### src/sv/jfp_pkg.sv
package jfp_pkg;

   localparam int SAMPLE_W   = 16;
   localparam int ACTION_W   = 3;
   localparam int KIND_W     = 3;
   localparam int FILL_OUT_W = 10;
   localparam int LEN_REG_W  = 11;
   localparam int CSR_DATA_W = 32;
   localparam int CSR_ADDR_W = 3;
   localparam int MIN_LEN    = 2;
   localparam int RESET_LEN  = 1024;

   // word index of each csr register (byte address 4*index)
   typedef enum logic {
      REG_FIFO_LENGTH = 1'b0
   } reg_idx_type;

   typedef enum logic [ACTION_W-1:0] {
      ACT_WRITE   = 3'd0,
      ACT_PULL    = 3'd1,
      ACT_FLUSH   = 3'd2,
      ACT_CLEAR   = 3'd3,
      ACT_DRAINED = 3'd4
   } action_type;

   typedef enum logic [KIND_W-1:0] {
      KIND_NONE     = 3'd0,
      KIND_DATA     = 3'd1,
      KIND_SILENCE  = 3'd2,
      KIND_UNDERRUN = 3'd3,
      KIND_FLUSH    = 3'd4,
      KIND_FLUSHED  = 3'd5
   } kind_type;

   typedef enum logic [1:0] {
      ST_IDLE   = 2'd0,
      ST_EXEC   = 2'd1,
      ST_FINISH = 2'd2
   } state_type;

   typedef struct packed {
      logic capture;
      logic execute;
      logic finish;
   } cmd_type;

endpackage

### src/sv/jfp_ctrl.sv
module jfp_ctrl (
   input  logic             clock,
   input  logic             reset,
   input  logic             req_valid,
   output logic             req_ready,
   output logic             rsp_valid,
   input  logic             rsp_ready,
   output jfp_pkg::cmd_type cmd
);

   jfp_pkg::state_type state_ff, state_in;
   logic               rsp_valid_ff, rsp_valid_in;
   logic               slot_free;

   always_ff @(posedge clock) begin
      if (reset) begin
         state_ff     <= jfp_pkg::ST_IDLE;
         rsp_valid_ff <= 1'b0;
      end else begin
         state_ff     <= state_in;
         rsp_valid_ff <= rsp_valid_in;
      end
   end

   // result register is free when empty or its beat leaves this cycle
   assign slot_free = !rsp_valid_ff || rsp_ready;

   always_comb begin
      state_in     = state_ff;
      rsp_valid_in = rsp_valid_ff && !rsp_ready;
      req_ready    = 1'b0;
      cmd          = '0;
      case (state_ff)
         jfp_pkg::ST_IDLE: begin
            req_ready = 1'b1;
            if (req_valid) begin
               cmd.capture = 1'b1;
               state_in    = jfp_pkg::ST_EXEC;
            end
         end
         jfp_pkg::ST_EXEC: begin
            cmd.execute = 1'b1;
            state_in    = jfp_pkg::ST_FINISH;
         end
         jfp_pkg::ST_FINISH: begin
            if (slot_free) begin
               cmd.finish   = 1'b1;
               rsp_valid_in = 1'b1;
               state_in     = jfp_pkg::ST_IDLE;
            end
         end
         default: begin
            state_in = jfp_pkg::ST_IDLE;
         end
      endcase
   end

   assign rsp_valid = rsp_valid_ff;

endmodule

### config.mk
export PLATFORM = sky130hd
export DESIGN_NAME = jfp_ctrl
export DESIGN_NICKNAME = d
export VERILOG_FILES = /design/src/sv/jfp_pkg.sv /design/src/sv/jfp_ctrl.sv
export SDC_FILE = /design/constraint.sdc
export NUM_CORES = 1
export LEC_CHECK = 0
export BUFFER_PORTS_ARGS = -buffer_cell sky130_fd_sc_hd__buf_2
export CAP_MARGIN = 40
export CORE_AREA = 2 2 39 41
export DETAILED_ROUTE_END_ITERATION = 6
export DIE_AREA = 0 0 41 43
export PLACE_DENSITY = 0.3
export RECOVER_POWER = 25
export SETUP_SLACK_MARGIN = 0.02
export SYNTH_ARGS = -nofsm -noshare
export SYNTH_HDL_FRONTEND = slang
export SYNTH_SLANG_ARGS = --single-unit
export TNS_END_PERCENT = 10
### constraint.sdc
create_clock -name clock -period 2 [get_ports clock]
set_clock_uncertainty 0.1 [all_clocks]
set_input_delay 0.4 -clock clock [delete_from_list [all_inputs] [get_ports clock]]
set_output_delay 0.4 -clock clock [all_outputs]
set_load 0.05 [all_outputs]
==> results of run 1 <==
==> power by group through the flow <==
stage / sequential (uW) / combinational (uW) / clock (uW)
after floorplan: 68.6 / 29.7 / 0
after global placement: 67.0 / 41.5 / 0
after detailed placement: 67.2 / 41.9 / 0
after CTS: 66.2 / 42.2 / 113
after global routing: 66.0 / 43.0 / 118
final: 65.7 / 41.2 / 108
==> per-stage QoR <==
step	utilization	area, um^2
global placement	0.1438	198.9
global route	0.1591	220.2
finish	0.1591	220.2
detailed placement	0.1438	198.9
CTS	0.1627	225.2
floorplan	-	138.9
==> state kept, by name, summed over array words and instances (netlist names) <==
name       cells
state_ff       2
rsp_valid      1
==> worst max-delay path by stage <==
stage / start / endpoint / slack [ps] / cells after the start
after floorplan: rsp_valid / cmd[0] / 150 / 2
after global placement: rsp_ready / cmd[0] / 530 / 4
after detailed placement: rsp_ready / cmd[0] / 510 / 4
after CTS: state_ff[0] / cmd[0] / 340 / 3
after global routing: state_ff[0] / cmd[0] / 340 / 3
final: state_ff[0] / cmd[0] / 380 / 3
==> kinds of logic after synthesis <==
logic type      Yosys count  share of synthesized area
simple gates              8                     0.4594
compound gates            2                     0.1081
flops                     3                     0.4324
==> critical path, cell delays in order (launching register included) <==
cell and delay [ps]:
dfxtp_1 330, nand2b_1 170, nor2b_1 120, buf_2 270
==> layout make-up <==
cell class / count / area share
multi-input cells: 10 / 0.3352
clock buffers: 4 / 0.1193
well taps: 16 / 0.09091
repair buffers: 8 / 0.1818
flip-flops and latches: 3 / 0.2727
==> per-layer routing <==
layer,vias to the layer above,track usage,routed length [um]
met1,61,0.03526,114
met3,0,0.01571,13
met5,-,0,0
li1,67,-,-
met4,0,0.1200,0
met2,4,0.07500,235
==> layout by cell type, fill, tap and decap left out <==
cell type,Yosys,layout
a21oi_1,1,1
dfxtp_1,3,3
and4bb_1,1,1
buf_2,0,8
nor2_1,1,1
clkbuf_1,0,1
and2b_4,1,1
nor3b_1,0,1
nor2b_1,2,2
nand2b_1,2,2
clkbuf_4,0,3
o21ba_1,1,1
==> impl_metrics.env, run 1 <==
export IMPL_synth_async_reset_ratio=0
export IMPL_rows=14
export IMPL_tns_ps=0
export IMPL_hold_viol=0
export IMPL_end_kind="primary output"
export IMPL_h_tree_depth=1
export IMPL_synth_cells=13
export IMPL_p_comb_frac=0.192
export IMPL_multi_input_area_um2=73.82
export IMPL_p_int_uw=150.4
export IMPL_clock_sinks=3
export IMPL_syn_area_um2=138.9
export IMPL_syn_mean_instance_area_um2=10.68
export IMPL_min_path_type="in -> reg"
export IMPL_yosysWarnings=0
export IMPL_grt_max_degree=6
export IMPL_io_pins=9
export IMPL_fp_dieW_um=41
export IMPL_report_final_slew_viol_count=0
export IMPL_reg2reg_depth=2
export IMPL_worstSetupPathType="reg -> out"
export IMPL_drt_initial_drc_count=0
export IMPL_drive_gt1_frac=0.4800
export IMPL_cts_tree="built"
export IMPL_hold_end="rsp_valid"
export IMPL_cts_made_buffers=3
export IMPL_power_frac_clock=0.502
export IMPL_ys_seq_area_frac=0.4324
export IMPL_power_density_nw_per_um2=975.3
export IMPL_synth_area_top_cells="dfxtp_1 43%, and4bb_1 9.0%, nand2b_1 9.0%"
export IMPL_worstHoldPathCells=2
export IMPL_status="finished, final reports clean"
export IMPL_finalPower_uw=214.8
export IMPL_required_ps=1500
export IMPL_synth_seq_cells=3
export IMPL_synth_top_area_frac=0.4324
export IMPL_detail_route_antenna_nets=0
export IMPL_cts_root_buf="clkbuf_4"
export IMPL_syn_nets=17
export IMPL_grt_overflow=0
export IMPL_clk_pin_slew_ps=40
export IMPL_timing_rr_end="state_ff[1]"
export IMPL_globalplace_congestion=0.5208
export IMPL_rsz0062_at_grt="no"
export IMPL_fmax_mhz=616.1
export IMPL_timing_reg2reg_setup_slack_ps=1040
export IMPL_die_h_um=43
export IMPL_clk_latency_ps=230
export IMPL_dp_cells=37
export IMPL_p_sw_frac=0.2997
export IMPL_grt_pass1_wl_um=545
export IMPL_timing_rr_start="state_ff[1]"
export IMPL_irDropWorstVdd_mv=0.1196
export IMPL_place_ws_ps=514.7
export IMPL_synth_edf_count=0
export IMPL_track_usage=0.05617
export IMPL_grt_pass1_vias=146
export IMPL_ys_top_cells_by_count="3 x dfxtp_1, 2 x nand2b_1, 2 x nor2b_1"
export IMPL_worst_pin_slew_ps=251.2
export IMPL_start_util=0.1004
export IMPL_post_cts_buffers=0
export IMPL_num_vias=132
export IMPL_synth_most_common_cell="dfxtp_1"
export IMPL_core_area_um2=1384
export IMPL_cellLeakagePower_uw=0.0001088
export IMPL_maxSlewHeadroom=0.8337
export IMPL_synth_main_ff_cell="dfxtp_1"
export IMPL_hold_buffers=0
export IMPL_clockBufferDepth=2
export IMPL_post_dp_hpwl_um=275.7
export IMPL_seqPwrFrac=0.306
export IMPL_p_sw_uw=64.36
export IMPL_ctsResizeCount=0
export IMPL_port_buffers=8
export IMPL_hp_start="reset"
export IMPL_grt_antenna_before_repair=0
export IMPL_finalWorstSetupSlack_ps=376.9
export IMPL_drc=0
export IMPL_die_area_um2=1763
export IMPL_finalNetCount=30
export IMPL_seqCellArea_um2=60.06
export IMPL_drtPass1Iterations=1
export IMPL_whs_ps=260.3
export IMPL_drv_cap=0
export IMPL_synth_largest_area_cell="dfxtp_1"
export IMPL_drt_total_wl_um=363
export IMPL_finalSetupViolations=0
export IMPL_cp_arrival_ps=1120
export IMPL_fill_cells=164
export IMPL_vias_per_cell=3.220
export IMPL_antennaDiodeCount=0
export IMPL_path_max_fanout=5
export IMPL_wl_per_cell_um=8.854
export IMPL_area_growth_pct=58.56
export IMPL_fin_crit_ps=1623
export IMPL_fin_cells=41
export IMPL_ys_types=9
export IMPL_final_period_utilization=0.8115
export IMPL_cp_start_kind="flop"
Note: power is estimated with default switching activity, not from simulation.
==> inputs of run 2 (changes only) <==
- PLACE_DENSITY: 0.3 -> 0.31
- clock period: 2 -> 1.3 ns (I/O delays scaled with it)
==> run 2 against run 1 <==
  * The flow now finishes with violations (setup timing)
  * Utilization up 4.1 points
  * Critical path depth unchanged
  * Combinational power up 98%
  * First-iteration DRC count up 1
  * Sequential power up 57%
  * Power up 61%
==> impl_metrics.env, run 2 (synthesis results as in run 1) <==
export IMPL_power_density_nw_per_um2=1251
export IMPL_clk_pin_slew_ps=40
export IMPL_track_usage=0.04905
export IMPL_multi_input_area_um2=100.1
export IMPL_status="finished with violations"
export IMPL_end_kind="primary output"
export IMPL_finalSetupViolations=3
export IMPL_whs_ps=104.9
export IMPL_core_area_um2=1384
export IMPL_drc=0
export IMPL_drtPass1Iterations=4
export IMPL_fmax_mhz=739.7
export IMPL_final_period_utilization=1.040
export IMPL_finalWorstSetupSlack_ps=-51.94
export IMPL_worstSetupPathType="reg -> out"
export IMPL_cp_start_kind="flop"
export IMPL_cp_arrival_ps=990
export IMPL_die_area_um2=1763
export IMPL_maxSlewHeadroom=0.8327
export IMPL_drt_initial_drc_count=1
export IMPL_h_tree_depth=1
export IMPL_cts_tree="built"
export IMPL_largest_register="state_ff"
export IMPL_grt_antenna_before_repair=0
export IMPL_violations="setup timing"
export IMPL_hold_viol=0
export IMPL_grtUsageMet3=0.01571
export IMPL_largest_register_ffs=2
export IMPL_detail_route_antenna_nets=0
export IMPL_drv_cap=0
export IMPL_num_vias=140
export IMPL_globalplace_congestion=0.5240
export IMPL_final_cell_mix="4 x buf_2, 3 x clkbuf_4, 2 x buf_6"
export IMPL_worst_pin_slew_ps=252.7
export IMPL_clk_latency_ps=230
export IMPL_min_path_type="in -> reg"
export IMPL_cts_root_buf="clkbuf_4"
export IMPL_start_util=0.1004
export IMPL_wl_per_cell_um=8.415
export IMPL_vias_per_cell=3.415
export IMPL_drive_gt1_frac=0.6800
export IMPL_finalNetCount=30
export IMPL_globalRouteMet1Util=0.06051
export IMPL_grt_max_degree=6
export IMPL_io_pins=9
export IMPL_drt_total_wl_um=345
export IMPL_layout_commonest_cell="buf_2"
export IMPL_rows=14
export IMPL_rsz0062_at_grt="yes"
export IMPL_clockBufferDepth=2
export IMPL_fill_cells=153
export IMPL_cellLeakagePower_uw=0.0001315
export IMPL_grt_pass1_vias=155
export IMPL_path_max_fanout=5
export IMPL_antennaDiodeCount=0
export IMPL_place_ws_ps=4.540
export IMPL_post_cts_buffers=0
export IMPL_grt_busiest_layer="met1"
export IMPL_clock_sinks=3
export IMPL_required_ps=940
export IMPL_fp_dieW_um=41
export IMPL_die_h_um=43
export IMPL_grt_pass1_wl_um=545
export IMPL_cts_made_buffers=3
export IMPL_post_dp_hpwl_um=251.2
export IMPL_fin_crit_ps=1352
export IMPL_irDropWorstVdd_mv=0.3394
export IMPL_grt_overflow=0
export IMPL_met2_usage=0.05625
export IMPL_report_final_slew_viol_count=0
export IMPL_port_buffers=8
export IMPL_seqCellArea_um2=65.06
export IMPL_area_growth_pct=99.10
[run 2: cell counts in the layout (fill, tap and decap cells not counted)]
No cell type changed its count.
[run 2: through the flow]
stage | instances | cell area, um^2 | total power, uW | TNS [ps] | utilization
2_1_floorplan | 13 | 152.6 | 156.2 | -81.01 | -
3_3_place_gp | 37 | 212.7 | 171.7 | 0 | 0.1537
3_5_place_dp | 37 | 212.7 | 172.2 | 0 | 0.1537
4_1_cts | 41 | 274.0 | 358.7 | -171.4 | 0.1980
5_1_grt | 41 | 276.5 | 362.2 | -237.2 | 0.1998
6_report | 41 | 276.5 | 345.9 | -130.5 | 0.1998
[run 2: layout make-up]
cell class	count	share of cell area
flip-flops and latches	3	0.2353
clock buffers	4	0.09502
well taps	16	0.07240
multi-input cells	10	0.3620
repair buffers	8	0.2353
[run 2: worst paths after layout]
kind                             startpoint           to  slack, ps  cells past startpoint
worst min register to register    rsp_valid    rsp_valid        420                      2
worst max register to register  state_ff[1]  state_ff[1]        330                      2
worst max-delay path            state_ff[0]       cmd[0]        -50                      3
worst min-delay path                  reset  state_ff[0]        100                      2
[run 2: repair_timing]
action / in CTS / in global routing
hold buffers: 0 / 0
endpoints found under the setup margin: 4 / 3
gates resized for setup: 11 / 1
[run 2: critical path: stages (launching register included)]
cell,delay [ps]
dfxtp_2,340
nand2b_4,160
nor2b_4,100
buf_6,160
[run 2: where the power goes]
| part | total (uW) | switching (uW) | internal (uW) |
|---|---|---|---|
| combinational | 81.6 | 46.4 | 35.2 |
| clock | 161 | 46.2 | 115 |
| sequential | 103 | 6.92 | 96.3 |
[run 2: metal layers]
layer / up-vias / part of all wire
met1: 62 / 0.44
met5: - / 0
met3: 0 / 0.16
li1: 67 / -
met4: 0 / 0
met2: 11 / 0.40
==> inputs of run 3 (changes only) <==
- SKIP_LAST_GASP: unset -> 1
==> run 3 against run 2 <==
  * The run still ends with setup timing left
  * Combinational power decreased by 4.4%
  * First-iteration DRC count unchanged
  * Wire length unchanged
  * Register-to-register slack got worse by 30 ps
  * Largest power group unchanged
  * Highest routed layer unchanged
==> impl_metrics.env, run 3 (synthesis results as in run 1) <==
export IMPL_status="finished with violations"
export IMPL_violations="setup timing"
export IMPL_finalPower_uw=343.7
export IMPL_wl_per_cell_um=8.415
export IMPL_slowest_delay_ps=340
export IMPL_rsz0062_at_grt="yes"
export IMPL_cp_start_kind="flop"
export IMPL_io_pins=9
export IMPL_finalSetupViolations=3
export IMPL_die_area_um2=1763
export IMPL_rows=14
export IMPL_irDropWorstVdd_mv=0.3339
export IMPL_layout_commonest_cell="buf_2"
export IMPL_post_cts_buffers=0
export IMPL_grt_max_degree=6
export IMPL_worst_pin_slew_ps=252.7
export IMPL_crit_path_cell_trace="nand2b_4 -> nor2b_4 -> buf_6"
export IMPL_drtPass1Iterations=4
export IMPL_post_dp_hpwl_um=251.2
export IMPL_whs_ps=104.9
export IMPL_largest_register="state_ff"
export IMPL_finalNetCount=30
export IMPL_end_kind="primary output"
export IMPL_final_util=0.1935
export IMPL_hold_viol=0
export IMPL_drc=0
export IMPL_min_path_type="in -> reg"
export IMPL_power_density_nw_per_um2=1284
export IMPL_fmax_mhz=739.6
export IMPL_clockBufferDepth=2
export IMPL_grt_pass1_vias=155
export IMPL_area_growth_pct=92.79
export IMPL_cellLeakagePower_uw=0.0001287
export IMPL_finalWorstSetupSlack_ps=-52.05
export IMPL_globalplace_congestion=0.5240
export IMPL_h_tree_depth=1
export IMPL_grt_overflow=0
export IMPL_report_final_slew_viol_count=0
export IMPL_grt_pass1_wl_um=524
export IMPL_track_usage=0.04805
export IMPL_crit_path_top_delay_cell="dfxtp_2"
export IMPL_clk_pin_slew_ps=40
export IMPL_clock_sinks=3
export IMPL_final_cell_mix="5 x buf_2, 3 x clkbuf_4, 3 x buf_6, 2 x dfxtp_2"
export IMPL_detail_route_antenna_nets=0
export IMPL_largest_register_ffs=2
export IMPL_cts_root_buf="clkbuf_4"
export IMPL_final_period_utilization=1.040
export IMPL_cts_tree="built"
export IMPL_drv_cap=0
export IMPL_drt_total_wl_um=345
export IMPL_drt_initial_drc_count=1
export IMPL_maxSlewHeadroom=0.8327
export IMPL_port_buffers=8
export IMPL_path_max_fanout=5
export IMPL_antennaDiodeCount=0
export IMPL_place_ws_ps=4.540
export IMPL_die_h_um=43
export IMPL_fp_dieW_um=41
export IMPL_core_area_um2=1384
export IMPL_vias_per_cell=3.415
export IMPL_final_area_um2=267.8
export IMPL_worstSetupPathType="reg -> out"
export IMPL_cp_arrival_ps=990
export IMPL_fill_cells=154
export IMPL_start_util=0.1004
export IMPL_required_ps=940
export IMPL_cts_made_buffers=3
export IMPL_drive_gt1_frac=0.6800
export IMPL_dpl_cell_area_um2=212.7
export IMPL_num_vias=140
export IMPL_grt_antenna_before_repair=0
export IMPL_fin_crit_ps=1352
export IMPL_clk_latency_ps=230
run 3: cell counts in the layout (fill, tap and decap cells not counted):
No cell type changed its count.
run 3: cell type report:
class                   count  area [um^2]  share of cell area
multi-input cells          10        100.1              0.3738
flip-flops and latches      3        62.56              0.2336
repair buffers              8        58.81              0.2196
clock buffers               4        26.28             0.09813
well taps                  16        20.02             0.07477
run 3: worst paths after layout:
check	from	endpoint	slack (ps)	cells past startpoint
setup / recovery	state_ff[0]	cmd[0]	-50	3
hold / removal	reset	state_ff[0]	100	2
setup reg to reg	state_ff[1]	state_ff[1]	300	2
hold reg to reg	rsp_valid	rsp_valid	420	2
run 3: repair_timing:
| item | in CTS | in global routing |
|---|---|---|
| hold buffers | 0 | 0 |
| cloned | 0 | 0 |
| resized for setup | 9 | 0 |
| setup endpoints to repair | 4 | 4 |
run 3: power breakdown:
part / switching (uW) / internal, uW / total, uW
sequential: 6.92 / 97.7 / 105
clock: 46.3 / 115 / 161
combinational: 46.0 / 32.0 / 78.0
total: 99.2 / 245 / 344
run 3: worst max-delay path, delay by kind of cell (launching register included):
family,cells,cell delay (ps)
flops,1,340
simple gates,2,260
buf+inv,1,160
run 3: layer usage:
| metal | global-route usage | part of all wire |
|---|---|---|
| met1 | 0.05414 | 0.44 |
| met2 | 0.05938 | 0.40 |
| met3 | 0.01571 | 0.16 |
| met4 | 0.06000 | 0 |
| met5 | 0 | 0 |
run 3: stage by stage:
step,setup TNS [ps],cells
after floorplan,-81.01,13
after global placement,0,37
after detailed placement,0,37
after CTS,-183.3,41
after global routing,-266.5,41
final,-132.1,41
